## config.mk

```make
export PLATFORM = sky130hd
export DESIGN_NAME = windowed_pulse_duty_frequency_meter_top_flat
export DESIGN_NICKNAME = d
export VERILOG_FILES = /design/src/wpdfm_pkg.sv /design/src/wpdfm_if.sv /design/src/windowed_pulse_duty_frequency_meter_top.sv /design/src/flat_wrapper.sv
export SDC_FILE = /design/constraint.sdc
export NUM_CORES = 2
export LEC_CHECK = 0
export BUFFER_PORTS_ARGS = -buffer_cell sky130_fd_sc_hd__buf_4
export CAP_MARGIN = 20
export CORE_MARGIN = 1
export CORE_UTILIZATION = 57
export CTS_BUF_LIST = sky130_fd_sc_hd__clkbuf_16
export DETAILED_ROUTE_END_ITERATION = 8
export GPL_TIMING_DRIVEN = 0
export PLACE_DENSITY = 0.79
export SLEW_MARGIN = 10
export SYNTH_ARGS = -nofsm -noshare
export SYNTH_HDL_FRONTEND = slang
export SYNTH_SLANG_ARGS = --single-unit
```

## constraint.sdc

```tcl
create_clock -name clk_i -period 5.75 [get_ports clk_i]
set_input_delay 1.15 -clock clk_i [delete_from_list [all_inputs] [get_ports clk_i]]
set_output_delay 1.15 -clock clk_i [all_outputs]
set_load 0.01 [all_outputs]
```

## src/wpdfm_pkg.sv

```systemverilog
package wpdfm_pkg;

  // Item kinds
  localparam logic KIND_EDGE = 1'b0;
  localparam logic KIND_TICK = 1'b1;

  // Configuration register indexes
  localparam int unsigned CFG_IDX_W = 1;
  localparam logic [CFG_IDX_W-1:0] CFG_ACTIVE_HIGH = 1'b0;
  localparam logic [CFG_IDX_W-1:0] CFG_WINDOW_LEN  = 1'b1;

  // Result scaling and saturation limits
  localparam logic [31:0] MAX32    = 32'hFFFF_FFFF;
  localparam logic [39:0] MAX40    = 40'hFF_FFFF_FFFF;
  localparam logic [16:0] DUTY_ONE = 17'd65536;
  localparam logic [19:0] HZ_MULT  = 20'd1000000;  // 256e6 = 1e6 << 8
  localparam int unsigned PROD_W   = 52;

  // Shared restoring divider
  localparam int unsigned DIV_W     = 64;
  localparam int unsigned DIV_CNT_W = $clog2(DIV_W);

  typedef struct packed {
    logic        kind;
    logic        pin_level;
    logic [31:0] time_us;
  } in_item_t;

  typedef struct packed {
    logic [39:0] avg_on_time;
    logic [16:0] duty_fraction;
    logic [39:0] frequency;
    logic [31:0] pulses_in_window;
  } out_item_t;

  typedef struct packed {
    logic [CFG_IDX_W-1:0] reg_index;
    logic [31:0]          wdata;
  } cfg_item_t;

endpackage

```

## src/wpdfm_if.sv

```systemverilog
interface wpdfm_in_if;
  logic                 valid;
  logic                 ready;
  wpdfm_pkg::in_item_t  item;
  modport source (output valid, output item, input ready);
  modport sink   (input valid, input item, output ready);
endinterface

interface wpdfm_out_if;
  logic                 valid;
  logic                 ready;
  wpdfm_pkg::out_item_t item;
  modport source (output valid, output item, input ready);
  modport sink   (input valid, input item, output ready);
endinterface

interface wpdfm_cfg_if;
  logic                 valid;
  logic                 ready;
  wpdfm_pkg::cfg_item_t item;
  modport source (output valid, output item, input ready);
  modport sink   (input valid, input item, output ready);
endinterface

```

## src/windowed_pulse_duty_frequency_meter_top.sv

```systemverilog
// Channel   Dir   Payload                                             Handshake
// in_i      in    kind, pin_level, time_us                            valid/ready
// out_o     out   avg_on_time, duty_fraction, frequency, pulses       valid/ready
// cfg_i     in    reg_index (0 active_high, 1 window_length_us), wdata valid/ready
//
// Edge items and the opening tick pass through accept and accumulate; a tick that does
// not close a window also passes through a window check. A closing tick adds up
// to three 64-step passes through one shared restoring divider (average, duty,
// frequency), each preceded by a load state, and then passes through an emit state.
// Reset (rst_ni, async low) clears the accumulators and loads the register defaults.
// in_i.ready is high only while idle; a finished result waits in the output register
// and only a closing tick stalls on it, just before it is loaded.
module windowed_pulse_duty_frequency_meter_top #(
  parameter int unsigned TIME_BITS = 32
) (
  input  logic         clk_i,
  input  logic         rst_ni,
  wpdfm_in_if.sink     in_i,
  wpdfm_out_if.source  out_o,
  wpdfm_cfg_if.sink    cfg_i
);
  import wpdfm_pkg::*;

  // timestamps are kept at TIME_BITS; compares run at least 32 bits wide
  localparam int unsigned TEXT_W = (TIME_BITS > 32) ? TIME_BITS : 32;
  localparam int unsigned SUM_W  = TEXT_W + 1;

  typedef enum logic [2:0] {
    ST_IDLE,
    ST_ACCUM,
    ST_CHECK,
    ST_LOAD,
    ST_DIV,
    ST_EMIT
  } state_e;

  typedef enum logic [1:0] {
    OP_AVG,
    OP_DUTY,
    OP_FREQ
  } op_e;

  state_e state_q;
  op_e    op_q;

  // configuration
  logic        active_high_q;
  logic [31:0] window_len_q;

  // measurement state
  logic [TIME_BITS-1:0] last_stamp_q;
  logic                 edge_seen_q;
  logic [TIME_BITS-1:0] win_stamp_q;
  logic                 win_started_q;
  logic [31:0]          sum_q;
  logic [31:0]          tally_q;
  logic                 level_q;

  // accepted item
  logic                 kind_q;
  logic                 act_q;
  logic [TIME_BITS-1:0] now_q;

  // divider and results
  logic [DIV_W-1:0]     dividend_q;
  logic [31:0]          divisor_q;
  logic [31:0]          rem_q;
  logic [DIV_CNT_W-1:0] cnt_q;
  logic [PROD_W-1:0]    prod_q;
  logic [39:0]          avg_q;
  logic [16:0]          duty_q;
  logic [39:0]          freq_q;
  out_item_t            out_item_q;
  logic                 out_valid_q;

  logic [TEXT_W-1:0]    time_ext;
  logic [TIME_BITS-1:0] now_d;
  logic [TIME_BITS-1:0] on_diff;
  logic [SUM_W-1:0]     sum_ext;
  logic [31:0]          sum_d;
  logic [TIME_BITS-1:0] elapsed;
  logic                 win_closed;
  logic                 in_acc;
  logic                 out_free;

  logic [32:0]          rem_sh;
  logic                 rem_ge;
  logic [31:0]          rem_d;
  logic [DIV_W-1:0]     quo_d;
  logic                 op_needed;

  assign in_i.ready  = (state_q == ST_IDLE);
  assign cfg_i.ready = 1'b1;
  assign out_o.valid = out_valid_q;
  assign out_o.item  = out_item_q;

  assign in_acc   = in_i.valid && (state_q == ST_IDLE);
  assign out_free = !out_valid_q || out_o.ready;

  assign time_ext = TEXT_W'(in_i.item.time_us);
  assign now_d    = time_ext[TIME_BITS-1:0];

  // saturating add of the active stretch since the last edge
  assign on_diff = now_q - last_stamp_q;
  assign sum_ext = SUM_W'(sum_q) + SUM_W'(on_diff);
  assign sum_d   = (sum_ext >= SUM_W'(MAX32)) ? MAX32 : sum_ext[31:0];

  assign elapsed    = now_q - win_stamp_q;
  assign win_closed = TEXT_W'(elapsed) >= TEXT_W'(window_len_q);

  // one restoring divide step per cycle
  assign rem_sh = {rem_q, dividend_q[DIV_W-1]};
  assign rem_ge = rem_sh >= {1'b0, divisor_q};
  assign rem_d  = rem_ge ? 32'(rem_sh - {1'b0, divisor_q}) : rem_sh[31:0];
  assign quo_d  = {dividend_q[DIV_W-2:0], rem_ge};

  // zero divisors are settled up front in ST_CHECK
  always_comb begin
    case (op_q)
      OP_AVG:  op_needed = (tally_q != '0);
      OP_DUTY: op_needed = (window_len_q != '0);
      OP_FREQ: op_needed = (tally_q != '0) && (window_len_q != '0);
      default: op_needed = 1'b0;
    endcase
  end

  always_ff @(posedge clk_i or negedge rst_ni) begin
    if (!rst_ni) begin
      active_high_q <= 1'b1;
      window_len_q  <= 32'd100000;
    end else if (cfg_i.valid) begin
      case (cfg_i.item.reg_index)
        CFG_ACTIVE_HIGH: active_high_q <= cfg_i.item.wdata[0];
        CFG_WINDOW_LEN:  window_len_q  <= cfg_i.item.wdata;
        default: ;
      endcase
    end
  end

  always_ff @(posedge clk_i or negedge rst_ni) begin
    if (!rst_ni) begin
      state_q       <= ST_IDLE;
      op_q          <= OP_AVG;
      last_stamp_q  <= '0;
      edge_seen_q   <= 1'b0;
      win_stamp_q   <= '0;
      win_started_q <= 1'b0;
      sum_q         <= '0;
      tally_q       <= '0;
      level_q       <= 1'b0;
      kind_q        <= KIND_EDGE;
      act_q         <= 1'b0;
      now_q         <= '0;
      dividend_q    <= '0;
      divisor_q     <= '0;
      rem_q         <= '0;
      cnt_q         <= '0;
      prod_q        <= '0;
      avg_q         <= '0;
      duty_q        <= '0;
      freq_q        <= '0;
      out_item_q    <= '0;
      out_valid_q   <= 1'b0;
    end else begin
      // ST_EMIT reloads the output register itself
      if (out_valid_q && out_o.ready && (state_q != ST_EMIT)) begin
        out_valid_q <= 1'b0;
      end
      case (state_q)
        ST_IDLE: begin
          if (in_acc) begin
            kind_q  <= in_i.item.kind;
            act_q   <= ~(in_i.item.pin_level ^ active_high_q);
            now_q   <= now_d;
            state_q <= ST_ACCUM;
          end
        end
        ST_ACCUM: begin
          state_q <= ST_IDLE;
          if (kind_q == KIND_EDGE) begin
            if (edge_seen_q && level_q) begin
              sum_q <= sum_d;
            end
            if (!level_q && act_q && (tally_q != MAX32)) begin
              tally_q <= tally_q + 32'd1;
            end
            level_q      <= act_q;
            last_stamp_q <= now_q;
            edge_seen_q  <= 1'b1;
          end else if (!win_started_q) begin
            win_stamp_q   <= now_q;
            win_started_q <= 1'b1;
          end else begin
            // close the pulse in progress up to this tick
            if (level_q && edge_seen_q) begin
              sum_q        <= sum_d;
              last_stamp_q <= now_q;
            end
            state_q <= ST_CHECK;
          end
        end
        ST_CHECK: begin
          if (win_closed) begin
            prod_q <= PROD_W'(tally_q) * PROD_W'(HZ_MULT);
            avg_q  <= '0;
            duty_q <= ((window_len_q == '0) && (sum_q != '0)) ? DUTY_ONE : '0;
            freq_q <= ((window_len_q == '0) && (tally_q != '0)) ? MAX40 : '0;
            op_q    <= OP_AVG;
            state_q <= ST_LOAD;
          end else begin
            state_q <= ST_IDLE;
          end
        end
        ST_LOAD: begin
          if (op_needed) begin
            case (op_q)
              OP_AVG: begin
                dividend_q <= DIV_W'({sum_q, 8'd0});
                divisor_q  <= tally_q;
              end
              OP_DUTY: begin
                dividend_q <= DIV_W'({sum_q, 16'd0});
                divisor_q  <= window_len_q;
              end
              default: begin
                dividend_q <= DIV_W'({prod_q, 8'd0});
                divisor_q  <= window_len_q;
              end
            endcase
            rem_q   <= '0;
            cnt_q   <= '0;
            state_q <= ST_DIV;
          end else begin
            case (op_q)
              OP_AVG:  op_q <= OP_DUTY;
              OP_DUTY: op_q <= OP_FREQ;
              default: state_q <= ST_EMIT;
            endcase
          end
        end
        ST_DIV: begin
          dividend_q <= quo_d;
          rem_q      <= rem_d;
          cnt_q      <= cnt_q + DIV_CNT_W'(1);
          if (cnt_q == DIV_CNT_W'(DIV_W - 1)) begin
            state_q <= ST_LOAD;
            case (op_q)
              OP_AVG: begin
                avg_q <= quo_d[39:0];
                op_q  <= OP_DUTY;
              end
              OP_DUTY: begin
                duty_q <= (quo_d > DIV_W'(DUTY_ONE)) ? DUTY_ONE : quo_d[16:0];
                op_q   <= OP_FREQ;
              end
              default: begin
                freq_q  <= (quo_d > DIV_W'(MAX40)) ? MAX40 : quo_d[39:0];
                state_q <= ST_EMIT;
              end
            endcase
          end
        end
        ST_EMIT: begin
          if (out_free) begin
            out_item_q.avg_on_time      <= avg_q;
            out_item_q.duty_fraction    <= duty_q;
            out_item_q.frequency        <= freq_q;
            out_item_q.pulses_in_window <= tally_q;
            out_valid_q <= 1'b1;
            win_stamp_q <= now_q;
            sum_q       <= '0;
            tally_q     <= '0;
            state_q     <= ST_IDLE;
          end
        end
        default: state_q <= ST_IDLE;
      endcase
    end
  end

endmodule
```

## src/flat_wrapper.sv

```systemverilog
// flat-port wrapper written by rule: the top's interface ports become plain ports
module windowed_pulse_duty_frequency_meter_top_flat import wpdfm_pkg::*;
#(
  parameter int unsigned TIME_BITS = 32
)
  (clk_i, rst_ni, in_i_valid, in_i_item, in_i_ready, out_o_valid, out_o_item, out_o_ready, cfg_i_valid, cfg_i_item, cfg_i_ready);
  wpdfm_in_if in_i_i ();
  wpdfm_out_if out_o_i ();
  wpdfm_cfg_if cfg_i_i ();
  input  logic clk_i;
  input  logic rst_ni;
  input wire logic [$bits(in_i_i.valid)-1:0] in_i_valid;
  input wire logic [$bits(in_i_i.item)-1:0] in_i_item;
  output wire logic [$bits(in_i_i.ready)-1:0] in_i_ready;
  output wire logic [$bits(out_o_i.valid)-1:0] out_o_valid;
  output wire logic [$bits(out_o_i.item)-1:0] out_o_item;
  input wire logic [$bits(out_o_i.ready)-1:0] out_o_ready;
  input wire logic [$bits(cfg_i_i.valid)-1:0] cfg_i_valid;
  input wire logic [$bits(cfg_i_i.item)-1:0] cfg_i_item;
  output wire logic [$bits(cfg_i_i.ready)-1:0] cfg_i_ready;
  assign in_i_i.valid = in_i_valid;
  assign in_i_i.item = in_i_item;
  assign in_i_ready = in_i_i.ready;
  assign out_o_valid = out_o_i.valid;
  assign out_o_item = out_o_i.item;
  assign out_o_i.ready = out_o_ready;
  assign cfg_i_i.valid = cfg_i_valid;
  assign cfg_i_i.item = cfg_i_item;
  assign cfg_i_ready = cfg_i_i.ready;
  windowed_pulse_duty_frequency_meter_top #(.TIME_BITS(TIME_BITS)) u_core (.clk_i(clk_i), .rst_ni(rst_ni), .in_i(in_i_i), .out_o(out_o_i), .cfg_i(cfg_i_i));
endmodule
```

==> flow_summary.yaml <==
cells_and_area:
  drive_above_1_share: 0.141
  nNetsFinal: 5123
  stdcell_count: 5477
  post-route-util: 0.675
  antennaDiodeCount: 0
  syn_to_final_growth_pct: 16.5
route:
  viasPerCell: 6.00
  drtIter0Drc: 3177
  wl_per_cell_um: 20.8
  dr.pass1.iters: 6
  ant_nets: 0
  via_count: 32835
  drt-total-wl_mm: 114
  drc: 0
sta:
  min_period_over_period: 1.08
  worst_clock_skew_ns: 0.0344
  max-slew-margin-rel: 0.252
  holdWs_ns: 0.440
  fmax_ghz: 0.161
  worst_slack_ns: -0.473
  tightest_slew_ns: 1.12
  fin_crit_ns: 6.22
  timing_hold_violations_final: 0
  rsz0062_at_grt: "yes"
  slew_viol_final: 0
  setup_viol: 13
global_routing:
  grt_pass1_vias: 31977
  grt_max_degree: 112
  grt_overflow: 0
  antenna_found_initial: 4
  track_usage: 0.327
  grt_pass1_wl_mm: 179
pwr:
  p_sw_mw: 2.15
  intPower_mw: 6.98
  combPwrFrac: 0.026
  p_total_mw: 9.12
  p_clk_frac: 0.489
  swShare: 0.235
  powerDensity_nw_per_um2: 200
  cellLeakagePower_nw: 22.6
  pwr-share-seq: 0.485
  ir_worst_vdd_v: 0.000211
yosys:
  synth-adder-area-share: 0.187
  syn_nets: 4765
  synthMuxAreaShare: 0.0417
  synth-main-ff-cell: "dfrtp_1"
  synth_cells: 4192
  synth-compound-area-share: 0.149
  synth_top_family_by_area: "adder cells"
  synth_async_sr_flop_share: 1.00
  synth_area_per_cell_sq_um: 9.32
  synth_warnings: 0
  synth_edf_count: 0
  synthSimpleGateAreaFrac: 0.139
  synthDistinctLibCells: 77
  yosysSeqAreaShare: 0.391
  syn_area_sq_um: 39100
  synth-xor-area-share: 0.0406
  ys_ff_latch: 610
floorplanning:
  die_area_sq_um: 69600
  io_pins: 204
  rows: 95
  die_x_um: 264
  fp.coreArea_sq_um: 67500
  die_h_um: 264
  start_util: 0.579
run:
  cap_violations: 0
placed_design:
  dp.cells: 5276
  place_congestion: 1.00
  port_buffers: 202
  dp_hpwl_mm: 85.3
status:
  outcome: "complete, but fails checks"
  violations: "setup timing"
clock_network:
  cts_buffer_depth: 3
  ctsHtreeMaxLevel: 3
  cts.clk_slew.worst_paths_ns: 0.06
  cts_root_buffer: "clkbuf_16"
  cts_tree: "built"
  numCtsBuffers: 69
  clk_latency_ns: 0.65
  clock-sinks: 610
critical_path:
  cp-start-kind: "flop"
  r2r-start: "u_core.tally_q[10]"
  crit_path_top_delay_cell: "or4_4"
  critPathMaxStageDelay_ns: 0.58
  crit_path_frequent_cell: "fa_1"
  crit_chain: "buf_6 > ha_1 > inv_1 > fa_1 > inv_2 > fa_1 > fa_1 > ha_4 > inv_2 > fa_1 > inv_2 > ha_4 > nand4_1 > or4_4 > o311ai_4 > o21a_1 > a21oi_2 > o31ai_4 > a221o_1 > a21oi_2 > a211oi_2 > xnor2_1 > o21ai_1"
  crit_arrival_ns: 6.73
  required_ns: 6.25
  end_kind: "flop"
  critPathMaxFanout: 3
  path_class: "flop to flop"
  crit_buf_inv: 5
  critPathTopFamily: "adder cells"
  startpoint: "u_core.tally_q[10]"
hold_path:
  hold_class: "primary input to async pin"
[sequential cells by signal, summed over array words and instances, names as in the netlist, 32 cells and up]
register	count
u_core.last_stamp_q	32
u_core.freq_q	40
u_core.prod_q	46
u_core.avg_q	40
u_core.win_stamp_q	32
u_core.now_q	32
u_core.rem_q	32
u_core.tally_q	32
u_core.dividend_q	64
u_core.divisor_q	32
u_core.window_len_q	32
u_core.out_o.item	129
u_core.sum_q	32
[per-layer routing]
layer / part of all wire / vias to the layer above / global-route usage / wire [um]
met5: 0.00024 / - / 0 / 27
met4: 0.048 / 4 / 0.142 / 5410
li1: - / 15046 / - / -
met1: 0.42 / 16004 / 0.447 / 47900
met2: 0.45 / 1450 / 0.510 / 50800
met3: 0.084 / 331 / 0.0640 / 9600
[worst paths after layout]
| kind | slack, ns | endpoint | cells past startpoint |
|---|---|---|---|
| worst max register to register | -0.47 | u_core.prod_q[51] | 23 |
| max in group asynchronous | 3.47 | u_core.tally_q[6] | 4 |
| min in group clk_i | 0.47 | u_core.out_o.item[39] | 2 |
| worst min register to register | 0.47 | u_core.out_o.item[39] | 2 |
| worst max-delay path | -0.47 | u_core.prod_q[51] | 23 |
| worst min-delay path | 0.44 | u_core.out_o.item[78] | 1 |
[cell usage after synthesis, types with 5 or more instances]
library cell / number / share of area
nand2_1: 762 / 0.073
dfrtp_1: 603 / 0.39
ha_1: 362 / 0.12
inv_1: 352 / 0.034
o21ai_0: 306 / 0.039
nor2_1: 219 / 0.021
a21oi_1: 207 / 0.027
clkbuf_1: 146 / 0.014
fa_1: 139 / 0.071
xnor2_1: 123 / 0.028
a21o_1: 106 / 0.020
mux2i_1: 83 / 0.021
mux2_2: 71 / 0.020
a31oi_1: 67 / 0.011
xor2_1: 58 / 0.013
nand3_1: 56 / 0.0072
o21ai_1: 46 / 0.0059
o211ai_1: 37 / 0.0071
nor4_1: 35 / 0.0056
nand4_1: 34 / 0.0054
nor3_1: 33 / 0.0042
nand2b_1: 29 / 0.0046
nor2b_1: 28 / 0.0045
o31ai_1: 27 / 0.0052
and3_1: 20 / 0.0032
o21bai_1: 20 / 0.0038
a211oi_1: 19 / 0.0036
o21a_1: 19 / 0.0036
buf_1: 15 / 0.0014
a22oi_1: 13 / 0.0025
and2_1: 13 / 0.0021
or2_2: 10 / 0.0016
a221o_1: 7 / 0.0018
dfstp_2: 7 / 0.0047
o2111ai_1: 7 / 0.0016
or3_1: 7 / 0.0011
a211o_1: 6 / 0.0013
a221oi_1: 6 / 0.0013
and4_1: 6 / 0.0013
o41ai_1: 6 / 0.0013
a32oi_1: 5 / 0.0011
nor4b_1: 5 / 0.0011
[cell type report]
class	instances	area (sq um)
multi-input cells	3063	22400
clock inverters	56	561
repair buffers	290	2340
plain buffers	164	737
well taps	873	1090
clock buffers	69	1730
flip-flops and latches	610	15300
inverters	352	1380
fillers	5114	22000
[metrics by stage]
step           setup TNS, ns  instance area, sq um  setup slack (ns)
2_1_floorplan        -0.0896                 39300           -0.0453
3_3_place_gp        -1940.35                 41900             -3.85
3_5_place_dp          -73.64                 42200             -1.06
4_1_cts                -1.08                 45200            -0.299
5_1_grt                -6.15                 45500            -0.622
6_report               -3.55                 45500            -0.473
[cells by family after synthesis]
group	count (synthesis)
multiplexers	154
adder cells (fa/ha/maj)	501
flip-flops	610
AO/OA/AOI/OAI	954
buffers and inverters	519
XOR/XNOR	181
AND/OR/NAND/NOR	1272
other	1
[repair_timing]
item	4_1_cts	5_1_grt
buffers inserted	63	16
hold buffers	0	0
setup endpoints to repair	175	179
pin swaps	45	56
resized for setup	80	83
[power groups by stage]
stage	logic [mW]	clock network, mW	registers [mW]
final	0.238	4.46	4.42
after CTS	0.242	4.50	4.41
after detailed placement	0.241	0	4.49
after global placement	0.218	0	4.49
after floorplan	0.0835	0	4.44
after global routing	0.271	4.67	4.41
[worst reg2reg max path: stages, from the launching register on]
cell and delay (ns):
dfrtp_2 0.45, buf_6 0.15, ha_1 0.30, inv_1 0.06, fa_1 0.55, inv_2 0.04
fa_1 0.48, fa_1 0.53, ha_4 0.30, inv_2 0.03, fa_1 0.51, inv_2 0.07
ha_4 0.27, nand4_1 0.12, or4_4 0.58, o311ai_4 0.22, o21a_1 0.21, a21oi_2 0.09
o31ai_4 0.28, a221o_1 0.26, a21oi_2 0.09, a211oi_2 0.23, xnor2_1 0.18, o21ai_1 0.09
[layout by cell type (no fill, tap or decap), types with 20 or more instances in the layout]
cell type / instances
mux2_2: 71
inv_1: 337
nor3_1: 33
a21oi_2: 22
a21o_1: 105
a31oi_1: 64
o21bai_1: 20
o21ai_1: 53
nand3_1: 56
nand2b_1: 29
nor2_1: 218
ha_1: 345
a21oi_1: 182
xor2_1: 58
o31ai_1: 26
xnor2_1: 120
fa_1: 136
clkbuf_1: 118
mux2i_1: 83
buf_4: 276
clkbuf_16: 69
nand2_1: 758
o211ai_1: 37
nand4_1: 34
nor2b_1: 27
o21ai_0: 292
dfrtp_1: 587
nor4_1: 34
Note: power is estimated with default switching activity, not from simulation.
